## src/rtl/nbg_pkg.sv

```systemverilog
// ============================================================================
// nbg_pkg
// Shared types, sizes and saturation helpers for the 2D gravity block.
// ============================================================================
`default_nettype none

package nbg_pkg;

    localparam int MAX_PARTICLES = 64;
    localparam int IDX_W         = $clog2(MAX_PARTICLES);
    localparam int CNT_W         = IDX_W + 1;

    localparam logic [47:0] LIM48 = 48'h7FFF_FFFF_FFFF;

    // configuration register indexes
    localparam logic [1:0] CFG_TIME_STEP  = 2'd0;
    localparam logic [1:0] CFG_GRAV_CONST = 2'd1;
    localparam logic [1:0] CFG_STEP_COUNT = 2'd2;

    // input beat
    typedef struct packed {
        logic [30:0]        mass;
        logic signed [31:0] pos_x;
        logic signed [31:0] pos_y;
        logic signed [31:0] vel_x;
        logic signed [31:0] vel_y;
        logic               last;
    } t_in;

    // result beat
    typedef struct packed {
        logic [5:0]         index;
        logic signed [31:0] out_pos_x;
        logic signed [31:0] out_pos_y;
        logic signed [31:0] out_vel_x;
        logic signed [31:0] out_vel_y;
        logic               last_out;
    } t_out;

    // datapath commands
    typedef enum logic [4:0] {
        C_NOP, C_LOAD, C_READ, C_LATQ, C_LATK, C_LATU, C_CLR, C_WRQ, C_WRK,
        C_WRU, C_EMIT, C_SQX, C_SQY, C_SQRT, C_MGQ, C_MMK, C_DIVR, C_MFX,
        C_MFY, C_MVX, C_MVY, C_AFX, C_AFY, C_DVX, C_DVY
    } t_cmd;

    typedef struct packed {
        t_cmd             cmd;
        logic [IDX_W-1:0] addr;
        logic             last;
    } t_ctl;

    typedef struct packed {
        logic done;
        logic r_zero;
        logic m_zero;
        logic out_full;
    } t_sts;

    // saturate a 50-bit signed sum to 32 bits
    function automatic logic [31:0] sat32(input logic [49:0] v);
        if (v[49:31] == {19{v[49]}}) begin
            return v[31:0];
        end
        return v[49] ? 32'h8000_0000 : 32'h7FFF_FFFF;
    endfunction

    // saturate a 49-bit signed sum to 48 bits
    function automatic logic [47:0] sat48(input logic [48:0] v);
        if (v[48] == v[47]) begin
            return v[47:0];
        end
        return v[48] ? 48'h8000_0000_0000 : LIM48;
    endfunction

    // clamp an unsigned 64-bit magnitude at LIM48
    function automatic logic [47:0] satq(input logic [63:0] v);
        if (v[63:47] == '0) begin
            return {1'b0, v[46:0]};
        end
        return LIM48;
    endfunction

endpackage

`default_nettype wire

```

## src/rtl/nbg_ctrl.sv

```systemverilog
// ============================================================================
// nbg_ctrl
// Sequencer: load, force clearing, pair loop, Euler update and result emission.
// ============================================================================
`default_nettype none

module nbg_ctrl
    import nbg_pkg::*;
(
    input  wire logic        i_clk,
    input  wire logic        i_rst_n,
    input  wire logic        i_in_valid,
    input  wire logic        i_last,
    output logic             o_in_ready,
    input  wire logic [15:0] i_step_count,
    input  wire t_sts        i_sts,
    output t_ctl             o_ctl
);

    typedef enum logic [4:0] {
        S_IDLE, S_CLR, S_PRQ, S_PRK, S_PLK, S_SQX, S_SQY, S_SQRT, S_MGQ, S_MMK,
        S_DV1, S_DV2, S_DV3, S_MFX, S_MFY, S_WRQ, S_WRK, S_URD, S_ULAT, S_MVX,
        S_MVY, S_AFX, S_DVX, S_AFY, S_DVY, S_UWR, S_ERD, S_EOUT, S_EWAIT
    } t_state;

    t_state           r_state, n_state;
    logic [CNT_W-1:0] r_cnt, n_cnt;
    logic [CNT_W-1:0] r_n, n_n;
    logic [CNT_W-1:0] r_a, n_a;
    logic [CNT_W-1:0] r_b, n_b;
    logic [15:0]      r_t, n_t;
    logic             r_go, n_go;

    logic [CNT_W-1:0] a_inc, a_inc2, b_inc;
    logic [15:0]      t_inc;
    logic             eng;
    t_cmd             eng_op;
    t_state           eng_nxt;
    logic             next_pair;

    assign a_inc  = r_a + CNT_W'(1);
    assign a_inc2 = r_a + CNT_W'(2);
    assign b_inc  = r_b + CNT_W'(1);
    assign t_inc  = r_t + 16'd1;

    // decode state into commands and next values
    always_comb begin
        n_state    = r_state;
        n_cnt      = r_cnt;
        n_n        = r_n;
        n_a        = r_a;
        n_b        = r_b;
        n_t        = r_t;
        n_go       = r_go;
        o_ctl      = '{cmd: C_NOP, addr: r_a[IDX_W-1:0], last: 1'b0};
        o_in_ready = 1'b0;
        eng        = 1'b0;
        eng_op     = C_NOP;
        eng_nxt    = r_state;
        next_pair  = 1'b0;

        unique case (r_state)
            S_IDLE: begin
                o_in_ready = 1'b1;
                if (i_in_valid) begin
                    if (r_cnt < CNT_W'(MAX_PARTICLES)) begin
                        o_ctl.cmd  = C_LOAD;
                        o_ctl.addr = r_cnt[IDX_W-1:0];
                        n_cnt      = r_cnt + CNT_W'(1);
                    end
                    if (i_last) begin
                        n_n     = (r_cnt < CNT_W'(MAX_PARTICLES)) ? r_cnt + CNT_W'(1) : r_cnt;
                        n_cnt   = '0;
                        n_a     = '0;
                        n_t     = '0;
                        n_state = (i_step_count == '0) ? S_ERD : S_CLR;
                    end
                end
            end
            S_CLR: begin
                o_ctl.cmd = C_CLR;
                if (a_inc < r_n) begin
                    n_a = a_inc;
                end else begin
                    n_a = '0;
                    if (r_n > CNT_W'(1)) begin
                        n_b     = CNT_W'(1);
                        n_state = S_PRQ;
                    end else begin
                        n_state = S_URD;
                    end
                end
            end
            S_PRQ: begin
                o_ctl.cmd = C_READ;
                n_state   = S_PRK;
            end
            S_PRK: begin
                o_ctl.cmd  = C_LATQ;
                o_ctl.addr = r_b[IDX_W-1:0];
                n_state    = S_PLK;
            end
            S_PLK: begin
                o_ctl.cmd = C_LATK;
                n_state   = S_SQX;
            end
            S_SQX:  begin eng = 1'b1; eng_op = C_SQX;  eng_nxt = S_SQY;  end
            S_SQY:  begin eng = 1'b1; eng_op = C_SQY;  eng_nxt = S_SQRT; end
            S_SQRT: begin eng = 1'b1; eng_op = C_SQRT; eng_nxt = S_MGQ;  end
            S_MGQ: begin
                // coincident pair: skip it
                if (!r_go && i_sts.r_zero) begin
                    next_pair = 1'b1;
                end else begin
                    eng = 1'b1; eng_op = C_MGQ; eng_nxt = S_MMK;
                end
            end
            S_MMK:  begin eng = 1'b1; eng_op = C_MMK;  eng_nxt = S_DV1;  end
            S_DV1:  begin eng = 1'b1; eng_op = C_DIVR; eng_nxt = S_DV2;  end
            S_DV2:  begin eng = 1'b1; eng_op = C_DIVR; eng_nxt = S_DV3;  end
            S_DV3:  begin eng = 1'b1; eng_op = C_DIVR; eng_nxt = S_MFX;  end
            S_MFX:  begin eng = 1'b1; eng_op = C_MFX;  eng_nxt = S_MFY;  end
            S_MFY:  begin eng = 1'b1; eng_op = C_MFY;  eng_nxt = S_WRQ;  end
            S_WRQ: begin
                o_ctl.cmd = C_WRQ;
                n_state   = S_WRK;
            end
            S_WRK: begin
                o_ctl.cmd  = C_WRK;
                o_ctl.addr = r_b[IDX_W-1:0];
                next_pair  = 1'b1;
            end
            S_URD: begin
                o_ctl.cmd = C_READ;
                n_state   = S_ULAT;
            end
            S_ULAT: begin
                o_ctl.cmd = C_LATU;
                n_state   = S_MVX;
            end
            S_MVX: begin eng = 1'b1; eng_op = C_MVX; eng_nxt = S_MVY; end
            S_MVY: begin
                eng = 1'b1; eng_op = C_MVY;
                eng_nxt = i_sts.m_zero ? S_UWR : S_AFX;
            end
            S_AFX: begin eng = 1'b1; eng_op = C_AFX; eng_nxt = S_DVX; end
            S_DVX: begin eng = 1'b1; eng_op = C_DVX; eng_nxt = S_AFY; end
            S_AFY: begin eng = 1'b1; eng_op = C_AFY; eng_nxt = S_DVY; end
            S_DVY: begin eng = 1'b1; eng_op = C_DVY; eng_nxt = S_UWR; end
            S_UWR: begin
                o_ctl.cmd = C_WRU;
                if (a_inc < r_n) begin
                    n_a     = a_inc;
                    n_state = S_URD;
                end else begin
                    n_a     = '0;
                    n_t     = t_inc;
                    n_state = (t_inc < i_step_count) ? S_CLR : S_ERD;
                end
            end
            S_ERD: begin
                o_ctl.cmd = C_READ;
                n_state   = S_EOUT;
            end
            S_EOUT: begin
                o_ctl.cmd  = C_EMIT;
                o_ctl.last = (a_inc == r_n);
                n_state    = S_EWAIT;
            end
            S_EWAIT: begin
                if (!i_sts.out_full) begin
                    if (a_inc < r_n) begin
                        n_a     = a_inc;
                        n_state = S_ERD;
                    end else begin
                        n_state = S_IDLE;
                    end
                end
            end
            default: n_state = S_IDLE;
        endcase

        // start the arithmetic unit once, then wait for its finish
        if (eng) begin
            if (!r_go) begin
                o_ctl.cmd = eng_op;
                n_go      = 1'b1;
            end else if (i_sts.done) begin
                n_go    = 1'b0;
                n_state = eng_nxt;
            end
        end

        // advance to the next pair, or on to the update pass
        if (next_pair) begin
            if (b_inc < r_n) begin
                n_b     = b_inc;
                n_state = S_PRQ;
            end else if (a_inc2 < r_n) begin
                n_a     = a_inc;
                n_b     = a_inc2;
                n_state = S_PRQ;
            end else begin
                n_a     = '0;
                n_state = S_URD;
            end
        end
    end

    // hold state and counters
    always_ff @(posedge i_clk) begin
        if (!i_rst_n) begin
            r_state <= S_IDLE;
            r_cnt   <= '0;
            r_n     <= '0;
            r_a     <= '0;
            r_b     <= '0;
            r_t     <= '0;
            r_go    <= 1'b0;
        end else begin
            r_state <= n_state;
            r_cnt   <= n_cnt;
            r_n     <= n_n;
            r_a     <= n_a;
            r_b     <= n_b;
            r_t     <= n_t;
            r_go    <= n_go;
        end
    end

endmodule

`default_nettype wire

```

## config.mk

```make
export PLATFORM = sky130hd
export DESIGN_NAME = nbg_ctrl
export DESIGN_NICKNAME = d
export VERILOG_FILES = /design/src/rtl/nbg_pkg.sv /design/src/rtl/nbg_ctrl.sv
export SDC_FILE = /design/constraint.sdc
export NUM_CORES = 1
export LEC_CHECK = 0
export BUFFER_PORTS_ARGS = -buffer_cell sky130_fd_sc_hd__buf_2
export CAP_MARGIN = 30
export CORE_MARGIN = 4
export CORE_UTILIZATION = 60
export CTS_CLUSTER_SIZE = 8
export DETAILED_ROUTE_END_ITERATION = 10
export PLACE_DENSITY = 0.81
export SLEW_MARGIN = 30
export SYNTH_ARGS = -nofsm -noshare
export SYNTH_HDL_FRONTEND = slang
export SYNTH_SLANG_ARGS = --single-unit
export TNS_END_PERCENT = 5
```

## constraint.sdc

```tcl
create_clock -name i_clk -period 3.9 [get_ports i_clk]
set_clock_uncertainty 0.2 [all_clocks]
set_input_delay 0.78 -clock i_clk [delete_from_list [all_inputs] [get_ports i_clk]]
set_output_delay 0.78 -clock i_clk [all_outputs]
set_load 0.02 [all_outputs]
```

==> reports/results.tsv <==
stage	metric	value	unit
logic_synthesis	Cell Area, Synth	4802	sq um
worst_hold_path	Hold Crit Start	r_t[4]$_SDFFE_PN0P_	
timing	Final Hold Vio Count	0	
place	placed cell area	5000	sq um
cts	CTS tree	done	
global_routing	first-pass GRT wire length	21310	um
logic_synthesis	Synth Flop Type	dfxtp_1	
global_routing	vias in the first global route	4476	
logic_synthesis	Cells after Synth	656	
timing	RSZ-0062 raised after global routing	no	
layout	fin cells	777	
layout	# diodes	0	
critical_path	R2R setup slack	0.37	ns
critical_path	reg2reg path depth	13	
global_routing	total gr overflow	0	
place	Placed Cells	769	
critical_path	Setup crit end kind	output port	
logic_synthesis	top post-synthesis cells by area	dfxtp_1 21%, ha_1 11%, a21oi_1 6.9%	
place	I/O Buffers	36	
cts	clock transition at the registers of the reported paths	0.11	ns
pwr	switching pwr	1138	uW
layout	nets	739	
routing	drt first pass iters	6	
timing	fmax	279.3	MHz
layout	fin area	5107	sq um
logic_synthesis	Distinct cells, synth	78	
logic_synthesis	share of the synthesized area in the top cell type	20.84	%
routing	DRC Markers	0	
logic_synthesis	Post-synth EDFFs	0	
run	max_cap viols	0	
logic_synthesis	largest area contributor in the netlist	dfxtp_1	
layout	Area Growth Syn to Fin	6.358	%
timing	max_slew headroom	53.20	%
die	Die Ht	97.46	um
cts	Setup Buffers After CTS	0	
die	Initial Utilization	61.82	%
routing	wirelength, routed	12760	um
timing	Final Hold Slack	0.2967	ns
cts	CTS Buffer Depth	2	
routing	Antenna Nets Post-Route	0	
layout	layout cells sized above 1	13.48	%
cts	Post-CTS Hold Fix Bufs	0	
critical_path	crit path kind	reg -> out	
critical_path	r2r endpoint	r_state[0]$_SDFFE_PN0P_	
critical_path	startpoint type of the worst setup path	flip-flop	
pwr	internal power	1149	uW
global_routing	initial antenna violation count	0	
die	die outline area	9498	sq um
pwr	Reg power frac	29.2	%
critical_path	CP Data Required Time	2.92	ns
worst_hold_path	Hold Path Depth	2	
logic_synthesis	post-synthesis async set-or-reset flop share	0	%
logic_synthesis	syn_area_per_cell	7.320	sq um
pwr	Comb pwr share	56.0	%
critical_path	crit path DAT	2.60	ns
logic_synthesis	Post-synth top cells	74 x nor2_1, 66 x a21oi_1, 50 x dfxtp_1, 50 x nand2_1, 44 x o21ai_0	
logic_synthesis	register area share after synthesis	20.84	%
cts	clock tree sinks	50	
critical_path	Worst Path Max Fanout	14	
timing	TNS Setup	0	ns
cts	H-Tree Depth	2	
pwr	Clk pwr share	14.8	%
routing	number of DRC markers in iteration 0	448	
routing	post-DR vias/cell	6.255	
logic_synthesis	post-synth net total	721	
logic_synthesis	Synth Register Bits	50	
die	Die Width	97.46	um
logic_synthesis	most common cell in the netlist	nor2_1	
timing	Final setup viols	0	
place	routability cong.	0.9217	
critical_path	worst reg2reg startpoint	r_t[2]$_SDFFE_PN0P_	
pwr	power per cell area	447.9	nW/um^2
cts	clock root cell	clkbuf_8	
cts	later-pin clock latency in the skew report	0.32	ns
global_routing	gr usage total	26.62	%
pwr	sw frac	49.76	%
status	status	finished clean	
timing	clock period minus worst slack	3.580	ns
timing	max-slew violation count	0	
routing	drt wl/cell	16.42	um
worst_hold_path	worst min-delay path category	reg -> reg	
pwr	leak pwr	0.002122	uW
die	Core Region	7767	sq um
worst_hold_path	Worst Hold End	r_t[4]$_SDFFE_PN0P_	
place	Final HPWL DP	9802	um
routing	vias	4860	
logic_synthesis	Yosys Warn Count	0	
timing	final critical-path share of the clock period	91.79	%
cts	Num CTS Buffers	5	
pwr	VDD IR max	246.5	uV
die	num rows	32	
die	Ports	37	
global_routing	largest net degree at the start of global routing	25	
timing	Worst Max-Slew Pin Slew	0.7011	ns
per-stage QoR:
step	power, uW	setup slack (ns)	util [%]
3_5_place_dp	1926	0.2936	64.37
6_report	2288	0.3200	65.75
4_1_cts	2263	0.2495	65.63
3_3_place_gp	1889	0.3957	64.37
2_1_floorplan	1629	0.6016	-
5_1_grt	2453	0.04219	65.75
kinds of logic (layout without fill, tap and decap cells):
family                   Yosys count  count (layout)  synth area share (%)
multiplexers                       4               4                0.8338
buffers and inverters             80              99                 7.686
AND/OR/NAND/NOR                  242             242                 25.46
XOR/XNOR                          32              32                 5.836
adder cells (fa/ha/maj)           41              41                 10.68
flip-flops                        50              50                 20.84
AO/OA/AOI/OAI                    207             207                 28.66
area by class of cell:
| type | count | area [sq um] |
|---|---|---|
| clock inverters | 3 | 28.78 |
| clock buffers | 5 | 68.82 |
| repair buffers | 50 | 285.3 |
| inverters | 41 | 153.9 |
| fillers | 693 | 2660 |
| well taps | 102 | 127.6 |
| flip-flops and latches | 50 | 1001 |
| multi-input cells | 526 | 3442 |
routing by layer:
layer  wire length, um  part of all wire, %  global-route usage, %  vias to the layer above
li1                  -                    -                      -                     2398
met1              5556                   44                  35.54                     2215
met2              6077                   48                  44.49                      212
met3               858                  6.7                  3.589                       35
met4               267                  2.1                  8.200                        0
met5                 0                    0                      0                        -
power by group through the flow:
stage / sequential (uW) / clock, uW / combinational (uW)
2_1_floorplan: 602 / 0 / 1030
3_3_place_gp: 672 / 0 / 1220
3_5_place_dp: 677 / 0 / 1250
4_1_cts: 664 / 341 / 1260
5_1_grt: 677 / 364 / 1410
6_report: 669 / 338 / 1280
cells in the final DEF, fill, tap and decap left out, types with 4 or more instances in the layout:
master | netlist | final
nand4_1 | 7 | 7
a21oi_1 | 66 | 66
mux2i_1 | 4 | 4
o211ai_1 | 8 | 8
o21ai_0 | 44 | 44
nor4_1 | 8 | 8
nand3b_1 | 6 | 6
and2_1 | 4 | 4
clkbuf_8 | 0 | 5
xnor2_1 | 20 | 20
a211oi_1 | 9 | 9
nor3_1 | 11 | 11
buf_2 | 10 | 36
nor2_2 | 3 | 5
nor2b_1 | 15 | 15
a222oi_1 | 6 | 6
nand2_1 | 50 | 50
dfxtp_1 | 50 | 50
inv_2 | 4 | 4
nor2_1 | 74 | 72
a22oi_1 | 13 | 13
nand2b_1 | 7 | 7
inv_1 | 36 | 36
and3_1 | 8 | 8
buf_4 | 5 | 14
a31oi_1 | 11 | 11
xor2_1 | 12 | 12
o21a_1 | 6 | 6
or3_1 | 5 | 4
ha_1 | 41 | 41
nand3_1 | 25 | 25
worst max path at each step:
stage,end,startpoint
2_1_floorplan,r_state[0]$_SDFFE_PN0P_,r_t[2]$_SDFFE_PN0P_
3_3_place_gp,r_state[0]$_SDFFE_PN0P_,r_t[2]$_SDFFE_PN0P_
3_5_place_dp,r_state[0]$_SDFFE_PN0P_,r_t[2]$_SDFFE_PN0P_
4_1_cts,r_state[0]$_SDFFE_PN0P_,r_t[2]$_SDFFE_PN0P_
5_1_grt,r_state[0]$_SDFFE_PN0P_,r_t[3]$_SDFFE_PN0P_
6_report,o_ctl[7],r_state[1]$_SDFFE_PN0P_
repair_timing:
action	in CTS	in global routing
hold endpoints to repair	0	0
setup endpoints to repair	0	1
resized for setup	0	3
flip-flops by register name, summed over array words and instances (netlist names):
register  cells
r_a           7
r_cnt         7
r_state       5
r_go          1
r_b           7
r_t          16
r_n           7
worst max-delay path, cell delays in order (launching register included):
cell and delay, ns:
dfxtp_1 0.74, buf_4 0.32, nor2_1 0.09, nor3_1 0.28
a31oi_1 0.11, o21a_1 0.14, nand2_1 0.08, nand2b_1 0.12
o221ai_1 0.20, buf_2 0.20
(Power assumes the default switching activity.)
